## config.mk

```make
export PLATFORM = sky130hd
export DESIGN_NAME = key_string_base32_decoder_unit
export DESIGN_NICKNAME = d
export VERILOG_FILES = /design/src/hdl/ksb32_pkg.sv /design/src/hdl/ksb32_in_stage.sv /design/src/hdl/ksb32_decode.sv /design/src/hdl/key_string_base32_decoder_unit.sv
export VERILOG_INCLUDE_DIRS = /design/src /design/src/hdl
export SDC_FILE = /design/constraint.sdc
export NUM_CORES = 1
export LEC_CHECK = 0
export BUFFER_PORTS_ARGS = -buffer_cell sky130_fd_sc_hd__buf_2
export CAP_MARGIN = 15
export CORE_AREA = 3 3 78 99
export DETAILED_ROUTE_END_ITERATION = 10
export DIE_AREA = 0 0 81 102
export GPL_ROUTABILITY_DRIVEN = 1
export PLACE_DENSITY = 0.73
export SKIP_LAST_GASP = 1
export SYNTH_ARGS = -nofsm -noshare
export SYNTH_HDL_FRONTEND = slang
export SYNTH_HIERARCHICAL = 1
export SYNTH_SLANG_ARGS = --single-unit
```

## constraint.sdc

```tcl
create_clock -name clk -period 3.5 [get_ports clk]
set_input_delay 0.35 -clock clk [delete_from_list [all_inputs] [get_ports clk]]
set_output_delay 0.35 -clock clk [all_outputs]
set_load 0.05 [all_outputs]
```

## src/hdl/key_string_base32_decoder_unit_assert.svh

```systemverilog
// ----------------------------------------------------------------------------
// key string base32 decoder assertion macros
// shared concurrent assertion forms, clocked on clk
// ----------------------------------------------------------------------------
`ifndef KEY_STRING_BASE32_DECODER_UNIT_ASSERT_SVH
`define KEY_STRING_BASE32_DECODER_UNIT_ASSERT_SVH

// checked out of reset only
`define KSB32_ASSERT(name, prop, msg) \
    name: assert property (@(posedge clk) disable iff (!rst_n) prop) else $error(msg);

// checked at every edge, reset included
`define KSB32_ASSERT_ALWAYS(name, prop, msg) \
    name: assert property (@(posedge clk) prop) else $error(msg);

`endif

```

## src/hdl/ksb32_pkg.sv

```systemverilog
// ----------------------------------------------------------------------------
// ksb32_pkg
// types, constants and lookup functions for the key string base32 decoder
// ----------------------------------------------------------------------------
package ksb32_pkg;

    localparam int unsigned DATA_CHARS = 52;
    localparam logic [5:0] KEY_BYTES = 6'd32;
    localparam logic [6:0] PUB_PLEN = 7'd4;
    localparam logic [6:0] SEC_PLEN = 7'd16;
    localparam logic [6:0] PUB_TOTAL = PUB_PLEN + 7'(DATA_CHARS);
    localparam logic [6:0] SEC_TOTAL = SEC_PLEN + 7'(DATA_CHARS);
    localparam logic [6:0] POS_MAX = 7'd127;

    typedef enum logic [1:0] {
        STATUS_OK     = 2'd0,
        STATUS_FORMAT = 2'd1,
        STATUS_WEAK   = 2'd2
    } status_t;

    // one input word held in the input register
    typedef struct packed {
        logic       valid;
        logic [7:0] char_code;
        logic       is_last;
    } item_t;

    // one result word
    typedef struct packed {
        logic       present;
        logic [7:0] data_byte;
        logic       byte_valid;
        logic       done_res;
        status_t    status;
    } result_t;

    // alphabet map: bit 5 set for a code outside the alphabet
    function automatic logic [5:0] symbol_value(input logic [7:0] c);
        logic [5:0] v;
        begin
            case (c)
                "q": v = 6'd0;   "p": v = 6'd1;   "z": v = 6'd2;   "r": v = 6'd3;
                "y": v = 6'd4;   "9": v = 6'd5;   "x": v = 6'd6;   "8": v = 6'd7;
                "g": v = 6'd8;   "f": v = 6'd9;   "2": v = 6'd10;  "t": v = 6'd11;
                "v": v = 6'd12;  "d": v = 6'd13;  "w": v = 6'd14;  "0": v = 6'd15;
                "s": v = 6'd16;  "3": v = 6'd17;  "j": v = 6'd18;  "n": v = 6'd19;
                "5": v = 6'd20;  "4": v = 6'd21;  "k": v = 6'd22;  "h": v = 6'd23;
                "c": v = 6'd24;  "e": v = 6'd25;  "6": v = 6'd26;  "m": v = 6'd27;
                "u": v = 6'd28;  "a": v = 6'd29;  "7": v = 6'd30;  "l": v = 6'd31;
                default: v = 6'd32;
            endcase
            return v;
        end
    endfunction

    // public key prefix character
    function automatic logic [7:0] pub_prefix_char(input logic [1:0] idx);
        logic [7:0] ch;
        begin
            case (idx)
                2'd0: ch = "a";
                2'd1: ch = "g";
                2'd2: ch = "e";
                default: ch = "1";
            endcase
            return ch;
        end
    endfunction

    // secret key prefix character
    function automatic logic [7:0] sec_prefix_char(input logic [3:0] idx);
        logic [7:0] ch;
        begin
            case (idx)
                4'd0:  ch = "A";
                4'd1:  ch = "G";
                4'd2:  ch = "E";
                4'd3:  ch = "-";
                4'd4:  ch = "S";
                4'd5:  ch = "E";
                4'd6:  ch = "C";
                4'd7:  ch = "R";
                4'd8:  ch = "E";
                4'd9:  ch = "T";
                4'd10: ch = "-";
                4'd11: ch = "K";
                4'd12: ch = "E";
                4'd13: ch = "Y";
                4'd14: ch = "-";
                default: ch = "1";
            endcase
            return ch;
        end
    endfunction

endpackage

```

## src/hdl/ksb32_in_stage.sv

```systemverilog
// ----------------------------------------------------------------------------
// ksb32_in_stage
// input register; takes a new word when empty or whenever the held one moves on
// ----------------------------------------------------------------------------
module ksb32_in_stage (
    input  logic           clk,
    input  logic           rst_n,
    input  logic           s_axis_tvalid,
    output logic           s_axis_tready,
    input  logic [7:0]     s_axis_tdata,   // [7:0] char_code
    input  logic           s_axis_tlast,   // is_last
    input  logic           advance,
    output ksb32_pkg::item_t item
);
    import ksb32_pkg::*;

    logic       valid_reg;
    logic [7:0] char_reg;
    logic       last_reg;

    assign s_axis_tready = !valid_reg || advance;

    // valid flag
    always_ff @(posedge clk or negedge rst_n)
    begin
        if (!rst_n)
        begin
            valid_reg <= 1'b0;
        end
        else if (s_axis_tvalid && s_axis_tready)
        begin
            valid_reg <= 1'b1;
        end
        else if (advance)
        begin
            valid_reg <= 1'b0;
        end
    end

    // payload
    always_ff @(posedge clk)
    begin
        if (s_axis_tvalid && s_axis_tready)
        begin
            char_reg <= s_axis_tdata;
            last_reg <= s_axis_tlast;
        end
    end

    assign item.valid     = valid_reg;
    assign item.char_code = char_reg;
    assign item.is_last   = last_reg;

endmodule

```

## src/hdl/ksb32_decode.sv

```systemverilog
// ----------------------------------------------------------------------------
// ksb32_decode
// per-string state and the single-pass character decode
// ----------------------------------------------------------------------------
module ksb32_decode (
    input  logic               clk,
    input  logic               rst_n,
    input  ksb32_pkg::item_t   item,
    input  logic               advance,
    input  logic               key_kind,
    output ksb32_pkg::result_t result
);
    import ksb32_pkg::*;

    logic [6:0]  pos_reg, pos_next;
    logic [11:0] acc_reg, acc_next;
    logic [2:0]  pend_reg, pend_next;
    logic [5:0]  cnt_reg, cnt_next;
    logic        fe_reg, fe_next;
    logic        nz_reg, nz_next;

    // decode of the held character
    always_comb
    begin
        logic [6:0] plen;
        logic [6:0] total;
        logic [5:0] sym;
        logic [3:0] pend_sum;
        logic [7:0] exp_char;
        logic [7:0] byte_val;
        logic       have_byte;
        begin
            plen      = key_kind ? SEC_PLEN : PUB_PLEN;
            total     = key_kind ? SEC_TOTAL : PUB_TOTAL;
            exp_char  = key_kind ? sec_prefix_char(pos_reg[3:0])
                                 : pub_prefix_char(pos_reg[1:0]);
            sym       = symbol_value(item.char_code);
            pend_sum  = 4'(pend_reg) + 4'd5;
            byte_val  = 8'd0;
            have_byte = 1'b0;

            acc_next  = acc_reg;
            pend_next = pend_reg;
            cnt_next  = cnt_reg;
            fe_next   = fe_reg;
            nz_next   = nz_reg;
            pos_next  = (pos_reg == POS_MAX) ? pos_reg : pos_reg + 7'd1;

            // prefix, length and alphabet checks, then bit regrouping
            if (pos_reg >= total)
            begin
                fe_next = 1'b1;
            end
            else if (pos_reg < plen)
            begin
                if (item.char_code != exp_char)
                begin
                    fe_next = 1'b1;
                end
            end
            else if (!fe_reg)
            begin
                if (sym[5])
                begin
                    fe_next = 1'b1;
                end
                else
                begin
                    acc_next = {acc_reg[6:0], sym[4:0]};
                    if (pend_sum >= 4'd8)
                    begin
                        pend_next = 3'(pend_sum - 4'd8);
                        byte_val  = acc_next[pend_next +: 8];
                        have_byte = 1'b1;
                        cnt_next  = cnt_reg + 6'd1;
                        if (byte_val != 8'd0)
                        begin
                            nz_next = 1'b1;
                        end
                    end
                    else
                    begin
                        pend_next = pend_sum[2:0];
                    end
                end
            end

            // early or late end of string
            if (item.is_last && (({1'b0, pos_reg} + 8'd1) != {1'b0, total}))
            begin
                fe_next = 1'b1;
            end
            if (fe_next)
            begin
                have_byte = 1'b0;
            end

            result.present    = have_byte || item.is_last;
            result.data_byte  = have_byte ? byte_val : 8'd0;
            result.byte_valid = have_byte;
            result.done_res   = item.is_last;
            if (!item.is_last)
            begin
                result.status = STATUS_OK;
            end
            else if (fe_next || (cnt_next != KEY_BYTES))
            begin
                result.status = STATUS_FORMAT;
            end
            else if (!key_kind && !nz_next)
            begin
                result.status = STATUS_WEAK;
            end
            else
            begin
                result.status = STATUS_OK;
            end

            // string finished: back to the start
            if (item.is_last)
            begin
                pos_next  = 7'd0;
                acc_next  = 12'd0;
                pend_next = 3'd0;
                cnt_next  = 6'd0;
                fe_next   = 1'b0;
                nz_next   = 1'b0;
            end
        end
    end

    // string state
    always_ff @(posedge clk or negedge rst_n)
    begin
        if (!rst_n)
        begin
            pos_reg  <= 7'd0;
            acc_reg  <= 12'd0;
            pend_reg <= 3'd0;
            cnt_reg  <= 6'd0;
            fe_reg   <= 1'b0;
            nz_reg   <= 1'b0;
        end
        else if (advance)
        begin
            pos_reg  <= pos_next;
            acc_reg  <= acc_next;
            pend_reg <= pend_next;
            cnt_reg  <= cnt_next;
            fe_reg   <= fe_next;
            nz_reg   <= nz_next;
        end
    end

endmodule

```

## src/hdl/key_string_base32_decoder_unit.sv

```systemverilog
// A character taken into the input register is decoded combinationally; its result word,
// if any, is loaded into the result register when the held word moves on and offered from there.
// Throughput: one character per cycle; the single decode pass between the input
// register and the result register sets that figure. A result word held by the
// master side also holds the input register, so stalls pass straight back.
// Reset: rst_n clears both valid flags, the string state and key_kind to public.
// ----------------------------------------------------------------------------
// key_string_base32_decoder_unit
// key string base32 decoder: prefix check, alphabet map and byte regrouping
// ----------------------------------------------------------------------------
`include "key_string_base32_decoder_unit_assert.svh"

module key_string_base32_decoder_unit (
    input  logic       clk,
    input  logic       rst_n,
    input  logic       cfg_valid,
    output logic       cfg_ready,
    input  logic       cfg_data,        // key_kind
    input  logic       s_axis_tvalid,
    output logic       s_axis_tready,
    input  logic [7:0] s_axis_tdata,    // [7:0] char_code
    input  logic       s_axis_tlast,    // is_last
    output logic       m_axis_tvalid,
    input  logic       m_axis_tready,
    output logic [7:0] m_axis_tdata,    // [7:0] data_byte
    output logic [2:0] m_axis_tuser,    // [0] byte_valid, [2:1] status
    output logic       m_axis_tlast     // done_res
);
    import ksb32_pkg::*;

    item_t      in_item;
    result_t    res;
    logic       advance;
    logic       key_kind_reg;
    logic       out_valid_reg;
    logic [7:0] out_byte_reg;
    logic       out_bv_reg;
    logic       out_done_reg;
    status_t    out_status_reg;

    // held word moves on when the result register is free or being drained
    assign advance = in_item.valid && (!out_valid_reg || m_axis_tready);

    // configuration register
    assign cfg_ready = 1'b1;

    always_ff @(posedge clk or negedge rst_n)
    begin
        if (!rst_n)
        begin
            key_kind_reg <= 1'b0;
        end
        else if (cfg_valid && cfg_ready)
        begin
            key_kind_reg <= cfg_data;
        end
    end

    ksb32_in_stage u_in_stage (
        .clk           (clk),
        .rst_n         (rst_n),
        .s_axis_tvalid (s_axis_tvalid),
        .s_axis_tready (s_axis_tready),
        .s_axis_tdata  (s_axis_tdata),
        .s_axis_tlast  (s_axis_tlast),
        .advance       (advance),
        .item          (in_item)
    );

    ksb32_decode u_decode (
        .clk      (clk),
        .rst_n    (rst_n),
        .item     (in_item),
        .advance  (advance),
        .key_kind (key_kind_reg),
        .result   (res)
    );

    // result register valid
    always_ff @(posedge clk or negedge rst_n)
    begin
        if (!rst_n)
        begin
            out_valid_reg <= 1'b0;
        end
        else if (advance)
        begin
            out_valid_reg <= res.present;
        end
        else if (m_axis_tready)
        begin
            out_valid_reg <= 1'b0;
        end
    end

    // result register payload
    always_ff @(posedge clk)
    begin
        if (advance)
        begin
            out_byte_reg   <= res.data_byte;
            out_bv_reg     <= res.byte_valid;
            out_done_reg   <= res.done_res;
            out_status_reg <= res.status;
        end
    end

    assign m_axis_tvalid = out_valid_reg;
    assign m_axis_tdata  = out_byte_reg;
    assign m_axis_tuser  = {out_status_reg, out_bv_reg};
    assign m_axis_tlast  = out_done_reg;

    // a word with no byte must close a string
    `KSB32_ASSERT(a_empty_word_is_done,
        m_axis_tvalid && !m_axis_tuser[0] |-> m_axis_tlast,
        "result word with neither byte nor done")
    // status stays ok except on the closing word
    `KSB32_ASSERT(a_status_only_on_done,
        m_axis_tvalid && !m_axis_tlast |-> m_axis_tuser[2:1] == STATUS_OK,
        "status set on a word that is not done")
    // no byte goes out alongside a format error
    `KSB32_ASSERT(a_no_byte_with_format_error,
        m_axis_tvalid && m_axis_tuser[0] |-> m_axis_tuser[2:1] != STATUS_FORMAT,
        "byte delivered with invalid format status")
    // a stalled full pipe takes no new word
    `KSB32_ASSERT(a_full_pipe_stalls_input,
        in_item.valid && out_valid_reg && !m_axis_tready |-> !s_axis_tready,
        "input taken while both registers are stalled")
    // no result once reset has been seen at an edge
    `KSB32_ASSERT_ALWAYS(a_quiet_in_reset,
        !rst_n |=> !m_axis_tvalid,
        "result valid during reset")

endmodule

```

==> impl_metrics.tcl, run 1 <==
set metrics [dict create \
    run_status "completed" \
    drc 0 \
    netSwitchingFraction_pct 40.9 \
    end_kind "flop" \
    p_total_mw 1.88 \
    clock_path_buffers 2 \
    hpwlAfterDp_mm 5.89 \
    synth_nets 444 \
    rsz0062_at_grt "no" \
    via_count 3060 \
    cts_tree "built" \
    p_seq_share_pct 41.4 \
    cts.sinks 49 \
    tns_ps 0 \
    synth.most_common_cell "nor2_1" \
    clk_pin_slew_ps 110 \
    async_flop_share_pct 57.1 \
    ant_nets 0 \
    core.rowCount 34 \
    worst_path_max_delay_cell "edfxtp_1" \
    wl_per_cell_um 15.6 \
    yosys.area.top_type_share_pct 18.7 \
    portBuffers 28 \
    cts_resized 0 \
    ir_drop_uv 212 \
    clock_skew_ps 15.0 \
    hold_buffers 0 \
    start_kind "flop" \
    worstPathArrival_ps 3130 \
    ys_seq_area_share_pct 35.5 \
    power.share.clock_pct 19.0 \
    critical_path_class "flop to flop" \
    wl_mm 7.92 \
    power.leakage_nw 1.60 \
    switchingPower_uw 768 \
    yosys-top-cells-area "dfrtp_1 (19%), edfxtp_1 (17%), ha_1 (7.4%), mux2i_1 (4.3%), o2bb2ai_1 (3.7%)" \
    area_growth_pct 6.11 \
    seq_area_um2 1330 \
    power_density_nw_per_um2 472 \
    cp.required_ps 3570 \
    dieHeight_um 102 \
    dieArea_um2 8260 \
    cts_buffers 5 \
    cts_setup_buffers 0 \
    io_pins 30 \
    synth_cell_types 70 \
    drt_iter0_markers 145 \
    multiInputGateArea_um2 2190 \
    fin_crit_sh_pct 87.3 \
    drive_gt1_share_pct 14.1 \
    p_comb_share_pct 39.6 \
    gr-total-overflow 0 \
    nets 455 \
    synthTopCellsByCount "nor2_1 (35), nand2_1 (29), dfrtp_1 (28)" \
    cts.root.buffer_cell "clkbuf_8" \
    via_per_inst 6.01 \
    hold_path.class "input pin to asynchronous set/reset pin" \
    dieWidth_um 81 \
    critPathMaxFanout 10 \
    grt_usage_pct 19.7 \
    tightest_slew_ps 758 \
    antenna_found_initial 0 \
    syn_area_um2 3740 \
    grt_max_degree 29 \
    coreArea_um2 6890 \
    path_buf_inv 1 \
    finalMaxSlewViolations 0 \
    period_minus_slack_ps 3050 \
    p_int_mw 1.11 \
    worstReg2RegEnd "out_status_reg[0]" \
    hold_violations 0 \
    synth_warnings 6 \
    htreeDepth 2 \
    slew_headroom_pct 49.5 \
    avgSynthCellArea_um2 9.20 \
    n_fill_cell 643 \
    r2r_start "u_in_stage/char_reg[1]" \
    worstRegToRegCells 10 \
    yosys_register_bits 49 \
    synth-edff-count 21 \
    r2r_setup_slack_ps 450 \
    worstSkewPairLatency_ps 310 \
    cap_viol_max_count 0 \
    firstDrtPassIters 4 \
    initial_core_util_pct 54.3 \
    setup-violations-final 0 \
    netlist_instances 407 \
    cp_top_family "simple AND/OR/NAND/NOR gates" \
    antennaDiodeCount 0 \
    crit_chain "inv_1, ha_1, mux2_1, o221ai_1, a32oi_1, or3_1, nor2b_2, nand3b_1, a22oi_1, a21boi_1" \
    first_global_vias 2837 \
    yosysTopAreaCell "dfrtp_1" \
    ys.flop_type "dfrtp_1" \
    max_freq_mhz 327 \
    grt_pass1_wl_mm 13.1 \
    gp_congestion 0.930 \
    cp_slowest_stage_delay_ps 510 \
]
-- power groups by stage --
| stage | Sequential, mW | Clock, mW | Combinational [mW] |
|---|---|---|---|
| after CTS | 0.776 | 0.364 | 0.745 |
| after detailed placement | 0.789 | 0 | 0.743 |
| after global placement | 0.785 | 0 | 0.725 |
| after floorplan | 0.781 | 0 | 0.578 |
| final | 0.777 | 0.357 | 0.743 |
| after global routing | 0.791 | 0.389 | 0.822 |
-- worst max path at each step --
stage | to | slack [ps] | depth (start not counted) | from
2_1_floorplan | out_status_reg[0] | 550 | 14 | u_decode/pos_reg[2]
3_3_place_gp | out_status_reg[0] | 450 | 10 | u_decode/pos_reg[2]
3_5_place_dp | out_status_reg[0] | 430 | 10 | u_decode/pos_reg[2]
4_1_cts | out_status_reg[0] | 430 | 10 | u_decode/pos_reg[2]
5_1_grt | out_status_reg[1] | 210 | 10 | u_in_stage/char_reg[0]
6_report | out_status_reg[0] | 450 | 10 | u_in_stage/char_reg[1]
-- through the flow --
| stage | setup slack, ps | instance area, µm² | std cells | util [%] | hold slack (ps) |
|---|---|---|---|---|---|
| after floorplan | 552 | 3740 | 407 | - | 54.4 |
| after global placement | 448 | 3880 | 501 | 56.3 | 412 |
| after detailed placement | 430 | 3880 | 501 | 56.3 | 416 |
| after CTS | 428 | 3970 | 509 | 57.7 | 69.1 |
| after global routing | 206 | 3970 | 509 | 57.7 | 91.5 |
| final | 446 | 3970 | 509 | 57.7 | 46.5 |
-- cells by family (layout without fill, tap and decap cells) --
kind of cell	after synthesis	in the layout	share of synthesized area (%)
flip-flops	49	49	35.5
AND/OR/NAND/NOR	140	140	20.0
adder cells (fa/ha/maj)	22	22	7.35
other	1	1	0.100
buffers and inverters	45	57	5.98
XOR/XNOR	10	10	2.54
multiplexers	24	24	6.88
AO/OA/AOI/OAI	116	116	21.6
-- cells in the final DEF, fill, tap and decap left out, types with 3 or more instances in the layout --
cell and n:
a211oi_1 4, and3_1 5, nor2_1 35, o22ai_1 5, o31ai_1 4, dfrtp_1 28
a21oi_1 25, edfxtp_1 21, nand3b_1 6, nand4b_1 3, nor2b_1 8, o21a_1 4
o2bb2ai_1 16, xnor2_1 6, and2_1 3, ha_1 22, a22oi_1 8, xor2_1 3
o21ai_0 18, or3_1 5, nand3_1 10, inv_1 13, mux2i_1 16, buf_4 7
buf_2 28, nand2_1 29, nand2b_1 12, o211ai_1 4, mux2_2 4, clkbuf_8 5
a31oi_1 5, nor3_1 5
-- final cells by class --
type / instances / share of cell area [%]
Tap cell: 90 / 2.83
Clock inverter: 3 / 0.661
Clock buffer: 5 / 1.73
Inverter: 14 / 1.32
Multi-Input combinational cell: 313 / 55.1
Timing Repair Buffer: 35 / 4.85
Sequential cell: 49 / 33.5
-- per-layer routing --
layer	track usage (%)	share of wire, %
met1	24.5	43
met2	34.4	52
met3	2.73	3.0
met4	7.67	1.8
met5	0	0
(Power assumes the default switching activity.)
==> run 2: changes to the inputs <==
--- a/config.mk
+++ b/config.mk
@@ -6,13 +6,15 @@
 export SDC_FILE = /design/constraint.sdc
 export NUM_CORES = 1
 export LEC_CHECK = 0
-export BUFFER_PORTS_ARGS = -buffer_cell sky130_fd_sc_hd__buf_2
+export BUFFER_PORTS_ARGS = -buffer_cell sky130_fd_sc_hd__clkbuf_2
 export CAP_MARGIN = 15
 export CORE_AREA = 3 3 78 99
+export CTS_CLUSTER_DIAMETER = 80
 export DETAILED_ROUTE_END_ITERATION = 10
 export DIE_AREA = 0 0 81 102
 export GPL_ROUTABILITY_DRIVEN = 1
 export PLACE_DENSITY = 0.73
+export REMOVE_ABC_BUFFERS = 1
 export SKIP_LAST_GASP = 1
 export SYNTH_ARGS = -nofsm -noshare
 export SYNTH_HDL_FRONTEND = slang
==> impl_metrics.tcl, run 2 (synthesis results as in run 1) <==
set metrics [dict create \
    run_status "completed" \
    critical_path_class "flop to flop" \
    critPathMaxFanout 15 \
    final_common_cell "nor2_1" \
    cts.root.buffer_cell "clkbuf_8" \
    clock_path_buffers 2 \
    worst_path_max_delay_cell "dfrtp_1" \
    ant_nets 0 \
    antennaDiodeCount 0 \
    grt_pass1_wl_mm 14.1 \
    switchingPower_uw 769 \
    dieWidth_um 81 \
    grt_max_degree 29 \
    cap_viol_max_count 0 \
    via_count 3096 \
    fin_cells 509 \
    area_growth_pct 5.95 \
    startpoint "u_decode/pos_reg[2]" \
    grt_usage_pct 21.2 \
    cts_buffers 5 \
    cts.sinks 49 \
    cts_resized 0 \
    power.share.clock_pct 18.5 \
    p_int_mw 1.11 \
    p_seq_share_pct 41.5 \
    slew_headroom_pct 43.9 \
    tns_ps 0 \
    setup-violations-final 0 \
    holdWs_ps 75.0 \
    r2r_start "u_decode/pos_reg[2]" \
    gr-total-overflow 0 \
    antenna_found_initial 0 \
    worstReg2RegEnd "out_status_reg[0]" \
    wl_per_cell_um 16.1 \
    start_kind "flop" \
    p_comb_share_pct 40.0 \
    gp_congestion 0.900 \
    hold_path.class "input pin to asynchronous set/reset pin" \
    crit_chain "inv_1, ha_1, nand2b_1, a311o_1, a22oi_1, or3_1, a21oi_1, or4_1, a22oi_1, a21boi_1" \
    finalMaxSlewViolations 0 \
    hold_violations 0 \
    cts_tree "built" \
    netSwitchingFraction_pct 40.9 \
    nets 455 \
    hpwlAfterDp_mm 5.86 \
    cts_setup_buffers 0 \
    period_minus_slack_ps 3250 \
    mostFrequentLayoutCells "nor2_1 (35), nand2_1 (29), clkbuf_2 (28), dfrtp_1 (28), a21oi_1 (25)" \
    core.rowCount 34 \
    grtUsageMet1_pct 26.2 \
    power.leakage_nw 1.61 \
    via_per_inst 6.08 \
    portBuffers 28 \
    rsz0062_at_grt "no" \
    worstRegToRegCells 10 \
    p_total_mw 1.88 \
    worstSkewPairLatency_ps 310 \
    first_global_vias 3031 \
    dieHeight_um 102 \
    drt_iter0_markers 124 \
    wl_mm 8.20 \
    r2r_setup_slack_ps 250 \
    clock_skew_ps 14.4 \
    dp.cells 501 \
    cp_top_family "compound AO/OA/AOI/OAI gates" \
    drc 0 \
    hold_buffers 0 \
    cp_slowest_stage_delay_ps 630 \
    power_density_nw_per_um2 474 \
    ir_drop_uv 232 \
    path_buf_inv 1 \
    fin_crit_sh_pct 93.0 \
    tightest_slew_ps 842 \
    end_kind "flop" \
    use_met3_pct 3.09 \
    htreeDepth 2 \
    max_freq_mhz 307 \
    clk_pin_slew_ps 100 \
    initial_core_util_pct 54.3 \
    worstPathArrival_ps 3330 \
    cp.required_ps 3570 \
    io_pins 30 \
    busiest_layer "met2" \
    cp.depth 10 \
    firstDrtPassIters 4 \
    drive_gt1_share_pct 14.1 \
    use_met2_pct 37.3 \
    crit_path_frequent_cell "a22oi_1" \
    coreArea_um2 6890 \
    dieArea_um2 8260 \
]
run 2: cell types whose count changed in the layout (fill, tap and decap cells not counted):
cell	change
buf_2	-28
clkbuf_2	+28
clkinvlp_4	-2
clkinv_2	+1
inv_4	+1
inv_6	+1
inv_8	-1
run 2: how the worst max path moves through the flow:
stage / to / slack, ps
after floorplan: out_status_reg[0] / 500
after global placement: out_status_reg[0] / 380
after detailed placement: out_status_reg[0] / 300
after CTS: out_status_reg[0] / 300
after global routing: out_status_reg[1] / 70
final: out_status_reg[0] / 250
run 2: power by group through the flow:
stage | combinational, mW | sequential, mW | clock, mW
after floorplan | 0.488 | 0.839 | 0
after global placement | 0.738 | 0.787 | 0
after detailed placement | 0.747 | 0.791 | 0
after CTS | 0.748 | 0.779 | 0.358
after global routing | 0.828 | 0.794 | 0.379
final | 0.751 | 0.780 | 0.348
run 2: through the flow:
| stage | cell area [µm²] | setup WS (ps) | utilization, % |
|---|---|---|---|
| 3_5_place_dp | 3880 | 304 | 56.3 |
| 2_1_floorplan | 3570 | 496 | - |
| 6_report | 3970 | 246 | 57.6 |
| 5_1_grt | 3970 | 71.9 | 57.6 |
| 4_1_cts | 3970 | 298 | 57.6 |
| 3_3_place_gp | 3880 | 383 | 56.3 |
run 2: area by class of cell:
type,instances,area (µm²)
fillers,631,2920
multi-input cells,313,2190
flip-flops and latches,49,1330
repair buffers,35,193
well taps,90,113
clock buffers,5,68.8
inverters,14,52.6
clock inverters,3,20.0
run 2: layer usage:
metal  vias up  part of all wire [%]
li1       1517                     -
met1      1488                    43
met2        73                    51
met3        18                   3.6
met4         0                   2.2
met5         -                     0
==> run 3: changes to the inputs <==
==> constraint.sdc (replaced) <==
create_clock -name clk -period 3.7 [get_ports clk]
set_input_delay 0.37 -clock clk [delete_from_list [all_inputs] [get_ports clk]]
set_output_delay 0.37 -clock clk [all_outputs]
set_load 0.05 [all_outputs]
==> impl_metrics.tcl, run 3 (synthesis results as in run 1) <==
set metrics [dict create \
    grt_pass1_wl_mm 13.2 \
    worst_slack_ps 488 \
    dieArea_um2 8260 \
    period_minus_slack_ps 3210 \
    hold_violations 0 \
    switchingPower_uw 709 \
    multiInputGateArea_um2 2190 \
    cts_tree "built" \
    p_comb_share_pct 38.5 \
    hold_buffers 0 \
    cts_setup_buffers 0 \
    seq_area_um2 1330 \
    cap_viol_max_count 0 \
    wl_per_cell_um 15.6 \
    area_growth_pct 5.45 \
    fin_crit_sh_pct 86.8 \
    dieWidth_um 81 \
    n_fill_cell 648 \
    tightest_slew_ps 847 \
    clk_pin_slew_ps 90 \
    ant_nets 0 \
    core.rowCount 34 \
    cts_resized 0 \
    r2r_setup_slack_ps 490 \
    drt_iter0_markers 201 \
    cts_buffers 5 \
    clock_skew_ps 9.48 \
    setup-violations-final 0 \
    cts.root.buffer_cell "clkbuf_8" \
    p_int_mw 1.04 \
    nets 453 \
    finalMaxSlewViolations 0 \
    slew_headroom_pct 43.6 \
    critPathMaxFanout 10 \
    netSwitchingFraction_pct 40.6 \
    dieHeight_um 102 \
    grt_usage_pct 20.2 \
    cp.required_ps 3770 \
    rsz0062_at_grt "no" \
    worstRegToRegCells 10 \
    io_pins 30 \
    critical_path_class "flop to flop" \
    tns_ps 0 \
    worstReg2RegEnd "out_status_reg[0]" \
    run_status "completed" \
    r2r_start "u_in_stage/char_reg[1]" \
    power_density_nw_per_um2 442 \
    drc 0 \
    mostFrequentLayoutCells "nor2_1 (35), nand2_1 (29), clkbuf_2 (28), dfrtp_1 (28), a21oi_1 (25)" \
    first_global_vias 2766 \
    end_kind "flop" \
    dp.cells 499 \
    p_total_mw 1.74 \
    hold_path.class "input pin to asynchronous set/reset pin" \
    grt_max_degree 29 \
    hpwlAfterDp_mm 5.64 \
    via_count 3033 \
    gr-total-overflow 0 \
    htreeDepth 2 \
    max_freq_mhz 311 \
    power.leakage_nw 1.60 \
    firstDrtPassIters 4 \
    via_per_inst 5.98 \
    final_common_cell "nor2_1" \
    drive_gt1_share_pct 13.7 \
    cts.sinks 49 \
    clock_path_buffers 2 \
    initial_core_util_pct 54.3 \
    start_kind "flop" \
    place_worst_setup_slack_ps 564 \
    power.share.clock_pct 18.0 \
    fin_cells 507 \
    p_seq_share_pct 43.5 \
    coreArea_um2 6890 \
    worstSkewPairLatency_ps 310 \
    portBuffers 28 \
    ir_drop_uv 224 \
    gp_congestion 1.02 \
    antennaDiodeCount 0 \
    holdWs_ps 89.0 \
    antenna_found_initial 0 \
    wl_mm 7.89 \
    worstPathArrival_ps 3280 \
]
## run 3: changes by cell type in the layout (fill, tap and decap cells not counted), sizes merged
cell and delta:
buf -2, clkinv +1, inv -1
## run 3: metal layers
metal | vias to the layer above | share of wire [%] | GRT usage [%] | routed length, µm
li1 | 1520 | - | - | -
met1 | 1427 | 43 | 25.4 | 3410
met2 | 66 | 50 | 34.3 | 3970
met3 | 20 | 3.4 | 2.73 | 269
met4 | 0 | 3.0 | 8.97 | 238
met5 | - | 0 | 0 | 0
## run 3: final cells by class
class                      instances  area share [%]
clock buffer                       5            1.74
multi-input combinational        313            55.4
inverter                          14            1.33
timing repair buffer              33            4.50
sequential                        49            33.7
clock inverter                     3           0.412
tap                               90            2.85
## run 3: power groups by stage
| stage | Clock, mW | Sequential (mW) | Combinational (mW) |
|---|---|---|---|
| 6_report | 0.314 | 0.758 | 0.672 |
| 3_5_place_dp | 0 | 0.767 | 0.667 |
| 4_1_cts | 0.323 | 0.756 | 0.669 |
| 3_3_place_gp | 0 | 0.765 | 0.661 |
| 2_1_floorplan | 0 | 0.793 | 0.462 |
| 5_1_grt | 0.348 | 0.773 | 0.746 |
## run 3: metrics by stage
step           cell area (µm²)  util, %
2_1_floorplan             3570        -
3_3_place_gp              3860     56.1
3_5_place_dp              3860     56.1
4_1_cts                   3950     57.3
5_1_grt                   3950     57.3
6_report                  3950     57.3
## run 3: worst max-delay path by stage
stage	from	to	slack, ps
after floorplan	u_decode/pos_reg[2]	out_status_reg[0]	700
after global placement	u_in_stage/char_reg[1]	out_status_reg[0]	620
after detailed placement	u_in_stage/char_reg[1]	m_axis_tdata[5]	560
after CTS	u_in_stage/char_reg[1]	m_axis_tdata[5]	540
after global routing	u_in_stage/char_reg[1]	out_status_reg[0]	250
final	u_in_stage/char_reg[1]	out_status_reg[0]	490
## run 3: critical path, cell delays in order (launching register included)
cell,delay [ps]
edfxtp_1,520
inv_1,200
ha_1,280
mux2_1,290
o221ai_1,180
a32oi_1,130
or3_1,510
nor2b_2,380
nand3b_1,140
a22oi_1,230
a21boi_1,110
